$ cat src/hw/rtl/dnsqx_pkg.sv
`timescale 1ns / 1ps
`default_nettype none
// ---------------------------------------------------------------------------
// dnsqx_pkg
// Shared types and protocol constants for the DNS query name extractor.
// ---------------------------------------------------------------------------
package dnsqx_pkg;

	// configuration port
	localparam int unsigned APB_ADDR_BITS = 3;
	localparam int unsigned APB_DATA_BITS = 32;
	localparam logic        REG_DNS_PORT  = 1'b0;   // register index, paddr[2]
	localparam logic [15:0] DNS_PORT_RESET = 16'd53;

	// Ethernet / IPv4 / UDP / DNS layout
	localparam int unsigned ETH_HDR_BYTES   = 14;
	localparam int unsigned ETH_TYPE_HI_POS = 12;
	localparam int unsigned ETH_TYPE_LO_POS = 13;
	localparam logic [7:0]  ETYPE_IPV4_HI   = 8'h08;
	localparam logic [7:0]  ETYPE_IPV4_LO   = 8'h00;

	localparam int unsigned IP_IHL_MIN      = 20;
	localparam int unsigned IP_PROTO_OFF    = 9;
	localparam int unsigned IP_SRC_FIRST    = 12;
	localparam int unsigned IP_SRC_LAST     = 15;
	localparam logic [7:0]  IP_PROTO_UDP    = 8'd17;

	localparam int unsigned UDP_HDR_BYTES   = 8;
	localparam int unsigned UDP_DPORT_HI    = 2;
	localparam int unsigned UDP_DPORT_LO    = 3;

	localparam int unsigned DNS_HDR_BYTES   = 12;
	localparam int unsigned DNS_FLAGS_OFF   = 2;
	localparam int unsigned DNS_QDCNT_HI    = 4;
	localparam int unsigned DNS_QDCNT_LO    = 5;
	localparam logic [7:0]  DNS_QR_MASK     = 8'h80;

	localparam logic [2:0]  TRAILER_BYTES   = 3'd4;
	localparam logic [7:0]  NAME_DOT        = 8'd46;

	// stream payload widths
	localparam int unsigned OUT_TDATA_BITS  = 56;
	localparam int unsigned OUT_TUSER_BITS  = 2;

	// one result item
	typedef struct packed {
		logic        valid;
		logic [7:0]  name_byte;
		logic        byte_valid;
		logic        name_end;
		logic        truncated;
		logic [31:0] source_ip;
		logic [15:0] question_index;
	} result_t;

endpackage
`default_nettype wire

$ cat src/hw/rtl/dnsqx_cfg.sv
`timescale 1ns / 1ps
`default_nettype none
// ---------------------------------------------------------------------------
// dnsqx_cfg
// APB register file: holds the UDP destination port that marks DNS.
// ---------------------------------------------------------------------------
module dnsqx_cfg
	import dnsqx_pkg::*;
(
	input  wire logic                     clk,
	input  wire logic                     arst_n,
	input  wire logic                     psel,
	input  wire logic                     penable,
	input  wire logic                     pwrite,
	input  wire logic [APB_ADDR_BITS-1:0] paddr,
	input  wire logic [APB_DATA_BITS-1:0] pwdata,
	output logic      [APB_DATA_BITS-1:0] prdata,
	output logic                          pready,
	output logic      [15:0]              dns_port
);

	logic [15:0] dns_port_q;
	logic        wr_en;

	assign pready = 1'b1;
	assign wr_en  = psel && penable && pwrite && (paddr[2] == REG_DNS_PORT);

	always_ff @(posedge clk or negedge arst_n) begin
		if (!arst_n) begin
			dns_port_q <= DNS_PORT_RESET;
		end else if (wr_en) begin
			dns_port_q <= pwdata[15:0];
		end
	end

	always_comb begin
		prdata = '0;
		if (paddr[2] == REG_DNS_PORT) begin
			prdata = {{(APB_DATA_BITS-16){1'b0}}, dns_port_q};
		end
	end

	assign dns_port = dns_port_q;

endmodule
`default_nettype wire

$ cat src/hw/rtl/dnsqx_parser.sv
`timescale 1ns / 1ps
`default_nettype none
// ---------------------------------------------------------------------------
// dnsqx_parser
// Per-byte frame parser: header checks, question walk, name result.
// ---------------------------------------------------------------------------
module dnsqx_parser
	import dnsqx_pkg::*;
#(
	parameter int unsigned POSITION_BITS = 16
) (
	input  wire logic        clk,
	input  wire logic        arst_n,
	input  wire logic        step,       // byte consumed this cycle
	input  wire logic [7:0]  frame_byte,
	input  wire logic        frame_end,
	input  wire logic [15:0] dns_port,
	output result_t          result      // valid only together with step
);

	typedef enum logic [2:0] {
		PH_ETH,
		PH_IP,
		PH_UDP,
		PH_DNSH,
		PH_NLEN,
		PH_NCHR,
		PH_TRAIL,
		PH_DONE
	} phase_t;

	localparam logic [POSITION_BITS-1:0] POS_MAX = '1;

	phase_t                   phase_q, phase_d;
	logic [POSITION_BITS-1:0] pos_q;
	logic [5:0]               ihl_q, ihl_d;
	logic [31:0]              src_q, src_d;
	logic [15:0]              dport_q, dport_d;
	logic [15:0]              qleft_q, qleft_d;
	logic [7:0]               label_q, label_d;
	logic [2:0]               trail_q, trail_d;
	logic [15:0]              qnum_q, qnum_d;
	logic                     first_q, first_d;

	logic [POSITION_BITS-1:0] off_ip, off_udp, off_dns;
	logic [7:0]               label_dec;
	logic [2:0]               trail_dec;
	logic                     emit_char, emit_dot, emit_end;
	logic                     in_name, trunc;

	assign off_ip  = pos_q - POSITION_BITS'(ETH_HDR_BYTES);
	assign off_udp = off_ip - POSITION_BITS'(ihl_q);
	assign off_dns = off_udp - POSITION_BITS'(UDP_HDR_BYTES);
	assign label_dec = label_q - 8'd1;
	assign trail_dec = trail_q - 3'd1;

	always_comb begin
		phase_d   = phase_q;
		ihl_d     = ihl_q;
		src_d     = src_q;
		dport_d   = dport_q;
		qleft_d   = qleft_q;
		label_d   = label_q;
		trail_d   = trail_q;
		qnum_d    = qnum_q;
		first_d   = first_q;
		emit_char = 1'b0;
		emit_dot  = 1'b0;
		emit_end  = 1'b0;

		case (phase_q)
			PH_ETH: begin
				if (pos_q == POSITION_BITS'(ETH_TYPE_HI_POS) && frame_byte != ETYPE_IPV4_HI) begin
					phase_d = PH_DONE;
				end else if (pos_q == POSITION_BITS'(ETH_TYPE_LO_POS)) begin
					phase_d = (frame_byte != ETYPE_IPV4_LO) ? PH_DONE : PH_IP;
				end
			end
			PH_IP: begin
				if (off_ip == '0) begin
					ihl_d = {frame_byte[3:0], 2'b00};
				end
				if (off_ip == '0 && ihl_d < 6'(IP_IHL_MIN)) begin
					phase_d = PH_DONE;
				end else if (off_ip == POSITION_BITS'(IP_PROTO_OFF)
						&& frame_byte != IP_PROTO_UDP) begin
					phase_d = PH_DONE;
				end else begin
					if (off_ip >= POSITION_BITS'(IP_SRC_FIRST)
							&& off_ip <= POSITION_BITS'(IP_SRC_LAST)) begin
						src_d = {src_q[23:0], frame_byte};
					end
					if (off_ip + POSITION_BITS'(1) == POSITION_BITS'(ihl_d)) begin
						phase_d = PH_UDP;
					end
				end
			end
			PH_UDP: begin
				if (off_udp == POSITION_BITS'(UDP_DPORT_HI)) begin
					dport_d = {frame_byte, 8'h00};
				end else if (off_udp == POSITION_BITS'(UDP_DPORT_LO)) begin
					dport_d = {dport_q[15:8], frame_byte};
					if (dport_d != dns_port) begin
						phase_d = PH_DONE;
					end
				end else if (off_udp == POSITION_BITS'(UDP_HDR_BYTES - 1)) begin
					phase_d = PH_DNSH;
				end
			end
			PH_DNSH: begin
				if (off_dns == POSITION_BITS'(DNS_FLAGS_OFF)
						&& (frame_byte & DNS_QR_MASK) != 8'h00) begin
					phase_d = PH_DONE;
				end else if (off_dns == POSITION_BITS'(DNS_QDCNT_HI)) begin
					qleft_d = {frame_byte, 8'h00};
				end else if (off_dns == POSITION_BITS'(DNS_QDCNT_LO)) begin
					qleft_d = {qleft_q[15:8], frame_byte};
				end else if (off_dns == POSITION_BITS'(DNS_HDR_BYTES - 1)) begin
					first_d = 1'b1;
					phase_d = (qleft_q != '0) ? PH_NLEN : PH_DONE;
				end
			end
			PH_NLEN: begin
				if (frame_byte == 8'h00) begin
					emit_end = 1'b1;
					qnum_d   = qnum_q + 16'd1;
					qleft_d  = qleft_q - 16'd1;
					trail_d  = TRAILER_BYTES;
					first_d  = 1'b1;
					phase_d  = PH_TRAIL;
				end else begin
					label_d  = frame_byte;
					emit_dot = !first_q;
					first_d  = 1'b0;
					phase_d  = PH_NCHR;
				end
			end
			PH_NCHR: begin
				emit_char = 1'b1;
				label_d   = label_dec;
				if (label_dec == '0) begin
					phase_d = PH_NLEN;
				end
			end
			PH_TRAIL: begin
				trail_d = trail_dec;
				if (trail_dec == '0) begin
					phase_d = (qleft_q != '0) ? PH_NLEN : PH_DONE;
				end
			end
			default: begin
			end
		endcase
	end

	// a frame that stops inside a name still closes it
	assign in_name = (phase_d == PH_NCHR) || (phase_d == PH_NLEN && !first_d);
	assign trunc   = frame_end && !emit_end && in_name;

	always_comb begin
		result                = '0;
		result.valid          = emit_char || emit_dot || emit_end || (frame_end && in_name);
		result.source_ip      = src_q;
		result.question_index = qnum_q;
		result.truncated      = trunc;
		result.name_end       = emit_end || trunc;
		if (emit_char) begin
			result.name_byte  = frame_byte;
			result.byte_valid = 1'b1;
		end else if (emit_dot && !trunc) begin
			result.name_byte  = NAME_DOT;
			result.byte_valid = 1'b1;
		end
	end

	always_ff @(posedge clk or negedge arst_n) begin
		if (!arst_n) begin
			phase_q <= PH_ETH;
			pos_q   <= '0;
			ihl_q   <= '0;
			src_q   <= '0;
			dport_q <= '0;
			qleft_q <= '0;
			label_q <= '0;
			trail_q <= '0;
			qnum_q  <= '0;
			first_q <= 1'b1;
		end else if (step) begin
			if (frame_end) begin
				phase_q <= PH_ETH;
				pos_q   <= '0;
				ihl_q   <= '0;
				src_q   <= '0;
				dport_q <= '0;
				qleft_q <= '0;
				label_q <= '0;
				trail_q <= '0;
				qnum_q  <= '0;
				first_q <= 1'b1;
			end else begin
				phase_q <= phase_d;
				if (pos_q != POS_MAX) begin
					pos_q <= pos_q + POSITION_BITS'(1);
				end
				ihl_q   <= ihl_d;
				src_q   <= src_d;
				dport_q <= dport_d;
				qleft_q <= qleft_d;
				label_q <= label_d;
				trail_q <= trail_d;
				qnum_q  <= qnum_d;
				first_q <= first_d;
			end
		end
	end

endmodule
`default_nettype wire

$ cat src/hw/rtl/dns_query_name_extractor_core.sv
`timescale 1ns / 1ps
`default_nettype none
// ---------------------------------------------------------------------------
// dns_query_name_extractor_core
// Extracts DNS query names from IPv4/UDP Ethernet frames, one byte per item.
// ---------------------------------------------------------------------------
//
// Channel   Dir  Handshake           Payload
// s_axis    in   tvalid/tready       tdata[7:0] frame byte, tlast frame end
// m_axis    out  tvalid/tready       tdata name byte/source ip/question index,
//                                    tlast name end, tuser byte_valid/truncated
// apb       in   psel/penable/pready reg 0 (addr 0x0): dns_port[15:0], reset 53
//
// One frame byte per clock unless stalled: an item is registered on entry,
// parsed from the input register, and its result (if any) lands in the
// output register; throughput is one item a cycle when nothing stalls.
// Bytes that give no result just update the parser state.
// Input stalls only while a result sits unclaimed in the output register and
// another item waits in the input register; the byte is not lost.
// Asynchronous reset clears the parser to the Ethernet header, empties both
// registers and sets dns_port to 53. Parser state also clears after tlast.
// ---------------------------------------------------------------------------
module dns_query_name_extractor_core
	import dnsqx_pkg::*;
#(
	parameter int unsigned POSITION_BITS = 16   // byte counter, 11..16
) (
	input  wire logic                      clk,
	input  wire logic                      arst_n,
	// frame bytes in
	input  wire logic                      s_axis_tvalid,
	output logic                           s_axis_tready,
	input  wire logic [7:0]                s_axis_tdata,   // [7:0] frame_byte
	input  wire logic                      s_axis_tlast,   // frame_end
	// name items out
	output logic                           m_axis_tvalid,
	input  wire logic                      m_axis_tready,
	output logic [OUT_TDATA_BITS-1:0]      m_axis_tdata,   // [7:0] name_byte,
	                                                       // [39:8] source_ip,
	                                                       // [55:40] question_index
	output logic                           m_axis_tlast,   // name_end
	output logic [OUT_TUSER_BITS-1:0]      m_axis_tuser,   // [0] byte_valid,
	                                                       // [1] truncated
	// configuration
	input  wire logic                      psel,
	input  wire logic                      penable,
	input  wire logic                      pwrite,
	input  wire logic [APB_ADDR_BITS-1:0]  paddr,
	input  wire logic [APB_DATA_BITS-1:0]  pwdata,
	output logic      [APB_DATA_BITS-1:0]  prdata,
	output logic                           pready
);

	logic [15:0] dns_port;

	// input register
	logic        valid_s1;
	logic [7:0]  byte_s1;
	logic        end_s1;

	// output register
	logic        out_valid_q;
	result_t     out_q;

	result_t     res;
	logic        advance;

	dnsqx_cfg u_cfg (
		.clk      (clk),
		.arst_n   (arst_n),
		.psel     (psel),
		.penable  (penable),
		.pwrite   (pwrite),
		.paddr    (paddr),
		.pwdata   (pwdata),
		.prdata   (prdata),
		.pready   (pready),
		.dns_port (dns_port)
	);

	// the parsed byte moves on when the output register is free or draining
	assign advance       = valid_s1 && (!out_valid_q || m_axis_tready);
	assign s_axis_tready = !valid_s1 || advance;

	always_ff @(posedge clk or negedge arst_n) begin
		if (!arst_n) begin
			valid_s1 <= 1'b0;
		end else if (s_axis_tready) begin
			valid_s1 <= s_axis_tvalid;
		end
	end

	always_ff @(posedge clk) begin
		if (s_axis_tvalid && s_axis_tready) begin
			byte_s1 <= s_axis_tdata;
			end_s1  <= s_axis_tlast;
		end
	end

	dnsqx_parser #(
		.POSITION_BITS (POSITION_BITS)
	) u_parser (
		.clk        (clk),
		.arst_n     (arst_n),
		.step       (advance),
		.frame_byte (byte_s1),
		.frame_end  (end_s1),
		.dns_port   (dns_port),
		.result     (res)
	);

	always_ff @(posedge clk or negedge arst_n) begin
		if (!arst_n) begin
			out_valid_q <= 1'b0;
		end else if (advance) begin
			out_valid_q <= res.valid;
		end else if (m_axis_tready) begin
			out_valid_q <= 1'b0;
		end
	end

	always_ff @(posedge clk) begin
		if (advance && res.valid) begin
			out_q <= res;
		end
	end

	assign m_axis_tvalid = out_valid_q;
	assign m_axis_tdata  = {out_q.question_index, out_q.source_ip, out_q.name_byte};
	assign m_axis_tlast  = out_q.name_end;
	assign m_axis_tuser  = {out_q.truncated, out_q.byte_valid};

endmodule
`default_nettype wire

$ cat config.mk
export PLATFORM = sky130hd
export DESIGN_NAME = dns_query_name_extractor_core
export DESIGN_NICKNAME = d
export VERILOG_FILES = /design/src/hw/rtl/dnsqx_pkg.sv /design/src/hw/rtl/dnsqx_cfg.sv /design/src/hw/rtl/dnsqx_parser.sv /design/src/hw/rtl/dns_query_name_extractor_core.sv
export SDC_FILE = /design/constraint.sdc
export NUM_CORES = 1
export LEC_CHECK = 0
export BUFFER_PORTS_ARGS = -buffer_cell sky130_fd_sc_hd__buf_2
export CAP_MARGIN = 20
export CORE_MARGIN = 2
export CORE_UTILIZATION = 30
export DETAILED_ROUTE_END_ITERATION = 8
export PLACE_DENSITY = 0.49
export SLEW_MARGIN = 10
export SYNTH_ARGS = -nofsm -noshare
export SYNTH_HDL_FRONTEND = slang
export SYNTH_SLANG_ARGS = --single-unit
$ cat constraint.sdc
create_clock -name clk -period 7.15 [get_ports clk]
set_input_delay 0.3575 -clock clk [delete_from_list [all_inputs] [get_ports clk]]
set_output_delay 0.3575 -clock clk [all_outputs]
set_load 0.05 [all_outputs]
==> results of run 1 <==
power groups by stage:
stage                     sequential [mW]  clock, mW  combinational (mW)
after floorplan                      1.24          0               0.370
after global placement               1.27          0               0.460
after detailed placement             1.27          0               0.457
after CTS                            1.25      0.995               0.460
after global routing                 1.26       1.03               0.510
final                                1.25      0.965               0.459
kinds of logic after synthesis:
logic type / after synthesis / synth area share (%)
AOI/OAI and AO/OA: 232 / 15.6
xor gates and xnor gates: 85 / 7.04
adders and majority gates: 20 / 2.41
buffers and inverters: 109 / 4.81
DFF: 195 / 48.9
muxes: 24 / 2.46
other: 2 / 0.0703
and+or+nand+nor: 376 / 18.7
critical path, delay by kind of cell, from the launching register on:
kind / cells / cell delay (ps)
AOI/OAI and AO/OA: 7 / 2190
buffers and inverters: 2 / 820
and+or+nand+nor: 4 / 800
adders and majority gates: 2 / 750
xor gates and xnor gates: 1 / 670
DFF: 1 / 550
layout by cell type (no fill, tap or decap), types with 8 or more instances in the layout:
master | netlist | routed
ha_1 | 19 | 19
dfrtp_1 | 122 | 122
and2_1 | 10 | 10
o22ai_1 | 18 | 18
nand2_1 | 77 | 77
xor2_1 | 29 | 29
nor3_1 | 38 | 38
conb_1 | 2 | 17
nand2b_1 | 14 | 14
mux2_2 | 18 | 18
or3_1 | 17 | 17
a22o_1 | 40 | 40
nor2_1 | 85 | 84
edfxtp_1 | 68 | 68
a31oi_1 | 8 | 8
nand3_1 | 30 | 30
buf_2 | 9 | 108
buf_4 | 19 | 10
and3_1 | 11 | 11
a21o_1 | 11 | 11
xnor2_1 | 55 | 55
nor4_1 | 11 | 10
clkbuf_16 | 0 | 17
a21oi_1 | 37 | 36
o31ai_1 | 15 | 15
nor2b_1 | 22 | 22
inv_1 | 36 | 36
o21ai_0 | 43 | 43
nand4_1 | 22 | 22
flip-flops by register name (all words and copies together) (netlist names):
name,flops
u_parser.dport_q,8
u_parser.label_q,8
u_parser.src_q,32
u_parser.trail_q,3
byte_s1,8
m_axis_tvalid,1
m_axis_tlast,1
valid_s1,1
m_axis_tdata,56
u_parser.phase_q,3
u_parser.qnum_q,16
u_cfg.dns_port,16
m_axis_tuser,2
u_parser.qleft_q,16
u_parser.ihl_q,6
u_parser.pos_q,16
end_s1,1
u_parser.first_q,1
path summary, 6_finish.rpt:
kind	from	to	slack (ps)	depth (start not counted)
worst max-delay path	u_parser.pos_q[2]	m_axis_tdata[25]	930	16
worst min-delay path	s_axis_tlast	end_s1	90	1
worst max register to register	u_parser.pos_q[2]	m_axis_tdata[25]	930	16
worst min register to register	u_parser.src_q[28]	m_axis_tdata[36]	450	0
max in group asynchronous	arst_n	u_parser.src_q[17]	5400	3
min in group asynchronous	arst_n	valid_s1	530	2
final cells by class:
cell class                      count  share of cell area [%]
Clock buffer                       21                    3.78
Inverter                           36                    1.11
Multi-Input combinational cell    754                    41.2
Antenna cell                        1                  0.0205
Sequential cell                   195                    42.9
Tap cell                          461                    4.73
Timing Repair Buffer              121                    5.29
Clock inverter                     11                   0.955
repair_timing:
item | 4_1_cts | 5_1_grt
hold buffers | 1 | 0
gates resized for setup | 0 | 0
hold endpoints to repair | 17 | 0
routing by layer:
metal  vias up  share of wire [%]
met5         -              0.050
met4         2                1.4
met3        26                4.0
met2       174                 48
met1      4042                 47
li1       3940                  -
through the flow:
stage	power (mW)	cells	setup slack, ps	instance area (um2)	hold WS [ps]
after global routing	2.79	1600	349	12200	78.3
after floorplan	1.61	1058	1060	10700	61.9
after detailed placement	1.73	1564	1010	11600	437
after CTS	2.71	1597	940	12200	63.1
final	2.67	1600	933	12200	90.2
after global placement	1.73	1564	1110	11600	438
==> reports/metrics.yaml, run 1 <==
run_status:
  status: "completed"
synth:
  synthDistinctLibCells: 83
  synth_top_area_share_pct: 28.6
  synth_most_common_cell: "dfrtp_1"
  ys_warn_count: 0
  synth_seq_cells: 195
  synth_ff_type: "dfrtp_1"
  yosys.area.top_type: "dfrtp_1"
  syn_inst: 1043
  synth_area_um2: 10700
  syn_avg_cell_area_um2: 10.2
  synthArstFlopShare_pct: 65.1
  synthTopCellsByCount: "122 x dfrtp_1, 85 x nor2_1, 77 x nand2_1, 68 x edfxtp_1, 55 x xnor2_1"
  synth_area_leaders: "dfrtp_1 29%, edfxtp_1 19%, xnor2_1 4.5%, a22o_1 3.3%, nor2_1 3.0%"
  synth_edf_count: 68
  ys_seq_area_share_pct: 48.9
sta:
  timing.final.crit_period_ps: 6220
  slew-limit-headroom_pct: 30.9
  setup_viol: 0
  fmax_ghz: 0.161
  hold_viol: 0
  tns_ps: 0
  report.final.slew_viol_count: 0
  clock_skew_ps: 21.1
  min_period_over_period_pct: 87.0
  tightest_slew_ps: 1030
  rsz0062_at_grt: "false"
clock_network:
  clockRootBuffer: "clkbuf_16"
  clk_latency_ps: 450
  htreeDepth: 4
  cts_num_sinks: 195
  cts_buffers: 17
  clk_pin_slew_ps: 80
  cts_tree: "built"
  post_cts_buffers: 0
  clk_path_buf_depth: 2
layout:
  layout-drive-gt1-share_pct: 18.1
  utilization_pct: 34.5
  multiInputGateArea_um2: 5030
  fillers: 3574
  nets: 1196
  syn_to_final_growth_pct: 14.0
  seq_area_um2: 5230
route:
  routedWlPerCell_um: 17.6
  drt_iter0_drc: 590
  firstDrtPassIters: 5
  vias: 8184
  avgViaCountPerCell: 5.12
  drc: 0
  ant_nets: 0
  routed_wl_mm: 28.1
placement:
  portBuffers: 109
  hpwl_mm: 19.5
  globalplace.congestion: 0.871
power:
  power.net_switching_mw: 0.801
  p_comb_share_pct: 17.2
  netSwitchingFraction_pct: 29.9
  power_frac_clock_pct: 36.1
  p_per_area_nw_per_um2: 219
  power.share.sequential_pct: 46.8
  irDropWorstVdd_mv: 0.152
  p_int_mw: 1.87
  p_leak_nw: 4.75
critical_path:
  crit_type: "reg -> reg"
  end_kind: "flip-flop"
  arrival_ps: 6280
  crit_top_cell: "ha_1"
  cp_max_fo: 59
  slowest_stage: "xnor2_1"
  cpPeakStageDelay_ps: 670
  path_cells: "ha_1 -> xnor2_1 -> inv_1 -> ha_1 -> and2_1 -> a221o_1 -> o21ai_0 -> nand4_1 -> a31oi_1 -> and4b_1 -> o21a_1 -> nor4_1 -> o31a_1 -> a31o_2 -> a21oi_4 -> buf_4"
  start_kind: "flip-flop"
  critPathRequiredTime_ps: 7210
grt:
  first_global_vias: 7921
  grt_use_met2_pct: 24.8
  grt_max_degree: 75
  grtUsageMet3_pct: 2.64
  grt_use_met1_pct: 21.5
  grtUsageTotal_pct: 15.4
  top_usage_layer: "met2"
  grt_pass1_wl_mm: 44.8
  gr-total-overflow: 0
  antenna_found_initial: 2
floorplanning:
  io_pins: 145
  dieHeight_um: 193
  rows: 69
  initial_core_util_pct: 30.3
  core_um2: 35300
  fp.dieW_um: 193
  die-area_um2: 37100
run:
  maxCapViolCount: 0
hold_path:
  hp-class: "in -> reg"
Note: power is estimated with default switching activity, not from simulation.
==> run 2: changes to the inputs <==
Settings changed: PLACE_DENSITY 0.49 to 0.47.
Clock period 7.15 ns to 6.15 ns, I/O delays scaled along.
==> run 2 against run 1 <==
Non-clock buffer count is 4 higher. Worst hold slack worse by 65 ps. Flip-flop and latch count stayed put. Clock-buffer cell count is 3 lower. Clock skew is 5.0 ps lower. Power is 19% higher. Cell count is 0.19% higher.
==> reports/metrics.yaml, run 2 (synthesis gave the netlist of run 1 again) <==
run_status:
  status: "completed"
clock_network:
  htreeDepth: 4
  clk_path_buf_depth: 2
  cts_tree: "built"
  clockRootBuffer: "clkbuf_16"
  cts_num_sinks: 195
  post_cts_buffers: 0
  clk_pin_slew_ps: 80
  cts_buffers: 17
  clk_latency_ps: 460
route:
  ant_nets: 0
  firstDrtPassIters: 5
  routed_wl_mm: 28.5
  avgViaCountPerCell: 5.09
  routedWlPerCell_um: 17.8
  drt_iter0_drc: 544
  vias: 8165
  drc: 0
power:
  p_leak_nw: 4.81
  p_per_area_nw_per_um2: 259
  irDropWorstVdd_mv: 0.213
critical_path:
  critPathRequiredTime_ps: 6270
  crit_top_cell: "ha_1"
  start_kind: "flip-flop"
  slowest_stage: "dfrtp_1"
  end_kind: "flip-flop"
  critPathBufInv: 2
  arrival_ps: 5580
  cpPeakStageDelay_ps: 620
  path_cells: "ha_1 -> xnor2_1 -> inv_1 -> ha_1 -> and2_1 -> a221o_1 -> o21ai_0 -> nand4_1 -> a31oi_1 -> and4b_1 -> o21a_1 -> nor4_1 -> o31a_1 -> a31o_2 -> a21oi_4 -> buf_12"
  crit_family: "compound AO/OA/AOI/OAI gates"
  cp_max_fo: 59
  crit_type: "reg -> reg"
layout:
  multiInputGateArea_um2: 5030
  final_common_cell: "dfrtp_1"
  nets: 1200
  seq_area_um2: 5230
  fillers: 3582
  syn_to_final_growth_pct: 15.0
  layout-drive-gt1-share_pct: 18.7
  mostFrequentLayoutCells: "122 x dfrtp_1, 108 x buf_2, 84 x nor2_1, 77 x nand2_1, 68 x edfxtp_1"
  antenna-diode-count: 0
  largest_reg_flops: 56
floorplanning:
  rows: 69
  io_pins: 145
  dieHeight_um: 193
  core_um2: 35300
  die-area_um2: 37100
  fp.dieW_um: 193
  initial_core_util_pct: 30.3
sta:
  setup_viol: 0
  slew-limit-headroom_pct: 36.7
  rsz0062_at_grt: "false"
  clock_skew_ps: 16.1
  report.final.slew_viol_count: 0
  timing.final.crit_period_ps: 5460
  fmax_ghz: 0.183
  hold_slack_ps: 25.2
  tns_ps: 0
  hold_viol: 0
  min_period_over_period_pct: 88.8
  tightest_slew_ps: 941
placement:
  hpwl_mm: 19.8
  portBuffers: 109
  globalplace.congestion: 0.821
grt:
  grtUsageTotal_pct: 15.7
  grt_pass1_wl_mm: 44.7
  gr-total-overflow: 0
  antenna_found_initial: 0
  first_global_vias: 7805
  grt_max_degree: 67
hold_path:
  hp-class: "in -> reg"
run:
  maxCapViolCount: 0
==> run 2: cell types whose count changed in the layout (fill, tap and decap cells not counted), moves of 2 or more <==
cell | previous run | this run
buf_4 | 10 | 13
clkbuf_1 | 2 | 0
clkbuf_8 | 2 | 0
clkinv_8 | 0 | 4
inv_12 | 0 | 3
inv_6 | 4 | 2
inv_8 | 2 | 4
==> run 2: repair_timing <==
action | in CTS | in global routing
setup endpoints to repair | 0 | 0
hold buffers | 1 | 0
endpoints found under the hold margin | 60 | 0
resized for setup | 0 | 0
==> run 2: layout make-up <==
cell class	count	area share (%)
clock buffer	18	3.66
clock inverter	14	1.51
inverter	36	1.10
multi-input combinational	754	40.9
sequential	195	42.5
tap	461	4.69
timing repair buffer	125	5.65
==> run 2: path summary, 6_finish.rpt <==
kind	from	endpoint	slack, ps	cells after the start
worst max-delay path	u_parser.pos_q[2]	m_axis_tdata[23]	690	16
worst min-delay path	s_axis_tlast	end_s1	30	1
worst max register to register	u_parser.pos_q[2]	m_axis_tdata[23]	690	16
worst min register to register	u_parser.src_q[28]	m_axis_tdata[36]	460	0
max in group asynchronous	arst_n	u_parser.src_q[22]	4440	3
min in group asynchronous	arst_n	valid_s1	430	2
==> run 2: power by group <==
part | total (mW) | switching, mW | internal, mW
combinational | 0.537 | 0.336 | 0.200
sequential | 1.45 | 0.0663 | 1.39
clock | 1.20 | 0.610 | 0.587
total | 3.19 | 1.01 | 2.17
==> run 2: through the flow <==
| step | cells | instance area (um2) | total power [mW] | util [%] | setup slack, ps |
|---|---|---|---|---|---|
| after floorplan | 1058 | 10700 | 1.87 | - | 61.8 |
| after global placement | 1568 | 11600 | 2.02 | 32.9 | 752 |
| after detailed placement | 1569 | 11600 | 2.02 | 32.9 | 766 |
| after CTS | 1602 | 12300 | 3.23 | 34.8 | 744 |
| after global routing | 1603 | 12300 | 3.35 | 34.8 | 274 |
| final | 1603 | 12300 | 3.19 | 34.8 | 691 |
==> run 2: layer usage <==
metal / vias up / share of wire (%) / track usage [%]
met1: 4036 / 48 / 21.5
met2: 166 / 47 / 25.7
met4: 0 / 1.2 / 4.05
met3: 21 / 3.5 / 2.60
met5: - / 0 / 0
li1: 3942 / - / -
==> run 3: changes to the inputs <==
Settings changed: CAP_MARGIN 20 to 0, RECOVER_POWER set to 100.
==> run 3 against run 2 <==
The flow now finishes with violations (capacitance limit, slew limit). Combinational power down 2%. Clock power fell by 6%. Clock-buffer cell count did not move. Cell area fell by 1.7%. Largest power group unchanged.
==> reports/metrics.yaml, run 3 (synthesis gave the netlist of run 1 again) <==
floorplanning:
  fp.dieW_um: 193
  dieHeight_um: 193
  rows: 69
  die-area_um2: 37100
  io_pins: 145
  core_um2: 35300
  initial_core_util_pct: 30.3
hold_path:
  hold_depth: 1
  hp-class: "in -> reg"
  min_to: "byte_s1[3]"
  hp-start: "s_axis_tdata[3]"
layout:
  multiInputGateArea_um2: 4990
  fillers: 3657
  seq_area_um2: 5230
  utilization_pct: 34.2
  largest_reg_flops: 56
  syn_to_final_growth_pct: 13.1
  layout-drive-gt1-share_pct: 10.8
  nets: 1199
  antenna-diode-count: 0
  mostFrequentLayoutCells: "122 x dfrtp_1, 84 x nor2_1, 83 x clkbuf_1, 77 x nand2_1, 68 x edfxtp_1"
  final_common_cell: "dfrtp_1"
clock_network:
  clk_path_buf_depth: 2
  cts_num_sinks: 195
  cts_resized: 0
  clk_latency_ps: 460
  cts_buffers: 17
  cts_tree: "built"
  htreeDepth: 4
  clockRootBuffer: "clkbuf_16"
  clk_pin_slew_ps: 80
critical_path:
  critPathRequiredTime_ps: 6270
  path_cells: "ha_1 -> xnor2_1 -> inv_1 -> ha_1 -> and2_0 -> a221o_1 -> o21ai_0 -> nor3b_1 -> xnor2_1 -> nor4_1 -> nand3_1 -> o31a_1 -> o31ai_1 -> nand2_1 -> a21oi_4 -> buf_12"
  arrival_ps: 5560
  start_kind: "flip-flop"
  crit_type: "reg -> reg"
  cpPeakStageDelay_ps: 620
  regToRegEndpoint: "m_axis_tdata[33]"
  slowest_stage: "dfrtp_1"
  r2r_slack_ps: 710
  cp_max_fo: 59
  reg2reg_from: "u_parser.pos_q[2]"
  end_kind: "flip-flop"
  reg2reg_depth: 16
placement:
  pre_cts_ws_ps: 769
  hpwl_mm: 19.8
  portBuffers: 109
  globalplace.congestion: 0.821
sta:
  rsz0062_at_grt: "false"
  slew-limit-headroom_pct: -157
  hold_slack_ps: 32.0
  fmax_ghz: 0.184
  timing.final.crit_period_ps: 5440
  setup_viol: 0
  clock_skew_ps: 20.3
  report.final.slew_viol_count: 163
  min_period_over_period_pct: 88.5
  fin_ws_ps: 709
  tns_ps: 0
  hold_viol: 0
  tightest_slew_ps: 3860
power:
  p_leak_nw: 4.62
  p_int_mw: 2.13
  netSwitchingFraction_pct: 31.7
  power.share.sequential_pct: 46.7
  p_comb_share_pct: 17.0
  power_frac_clock_pct: 36.4
  power.net_switching_mw: 0.987
  p_per_area_nw_per_um2: 258
  p_total_mw: 3.12
  irDropWorstVdd_mv: 0.208
grt:
  grtUsageTotal_pct: 15.8
  first_global_vias: 7809
  antenna_found_initial: 0
  grt_max_degree: 67
  gr-total-overflow: 0
  grt_pass1_wl_mm: 45.0
route:
  avgViaCountPerCell: 5.05
  vias: 8084
  routed_wl_mm: 28.8
  drt_iter0_drc: 452
  ant_nets: 0
  routedWlPerCell_um: 18.0
  firstDrtPassIters: 5
  drc: 0
run_status:
  status: "complete, but fails checks"
  violations: "capacitance limit, slew limit"
run:
  maxCapViolCount: 3
-- run 3: cell count changes in the layout (fill, tap and decap cells not counted), moves of 3 or more --
cell and delta:
and2_0 +4, and2_1 -4, buf_2 -78, buf_4 -5, clkbuf_1 +83, inv_12 -3
o21ai_0 +3, o21ai_1 -3
-- run 3: repair_timing --
action                    in CTS  in global routing
buffers inserted               0                  0
hold endpoints to repair      61                  0
hold buffers                   2                  0
-- run 3: power groups by stage --
| stage | Clock, mW | Sequential, mW | Combinational (mW) |
|---|---|---|---|
| floorplan | 0 | 1.44 | 0.430 |
| global placement | 0 | 1.48 | 0.537 |
| detailed placement | 0 | 1.48 | 0.538 |
| CTS | 1.18 | 1.45 | 0.541 |
| global route | 1.22 | 1.46 | 0.584 |
| finish | 1.13 | 1.45 | 0.528 |
-- run 3: critical path: cells and delay by family, from the launching register on --
family,cells,cell delay [ps]
xor gates and xnor gates,2,320
AOI/OAI and AO/OA,5,1450
DFF,1,620
buffers and inverters,2,420
adders and majority gates,2,800
and+or+nand+nor,5,1440
-- run 3: final cells by class --
class | count | share of cell area (%)
Clock buffer | 18 | 3.55
Clock inverter | 14 | 1.36
Inverter | 36 | 1.12
Multi-Input combinational cell | 754 | 41.3
Sequential cell | 195 | 43.2
Tap cell | 461 | 4.77
Timing Repair Buffer | 124 | 4.66
-- run 3: through the flow --
stage          cell area, um2  cells
2_1_floorplan           10700   1058
3_3_place_gp            11600   1568
3_5_place_dp            11600   1568
4_1_cts                 12200   1602
5_1_grt                 12100   1602
6_report                12100   1602
-- run 3: how the worst max path moves through the flow --
stage	startpoint	end	slack, ps
floorplan	u_parser.pos_q[1]	m_axis_tdata[0]	60
global placement	u_parser.pos_q[2]	m_axis_tdata[55]	750
detailed placement	u_parser.pos_q[2]	m_axis_tdata[33]	770
CTS	u_parser.pos_q[2]	m_axis_tdata[24]	740
global route	arst_n	u_parser.src_q[30]	230
finish	u_parser.pos_q[2]	m_axis_tdata[33]	710
-- run 3: per-layer routing --
layer  share of wire, %  GRT usage (%)  up-vias  wire length [um]
li1                   -              -     3943                 -
met4                2.3           5.61        0               662
met3                3.6           2.78       31              1040
met1                 48           21.7     3946             13700
met5                  0              0        -                 0
met2                 47           25.0      164             13400
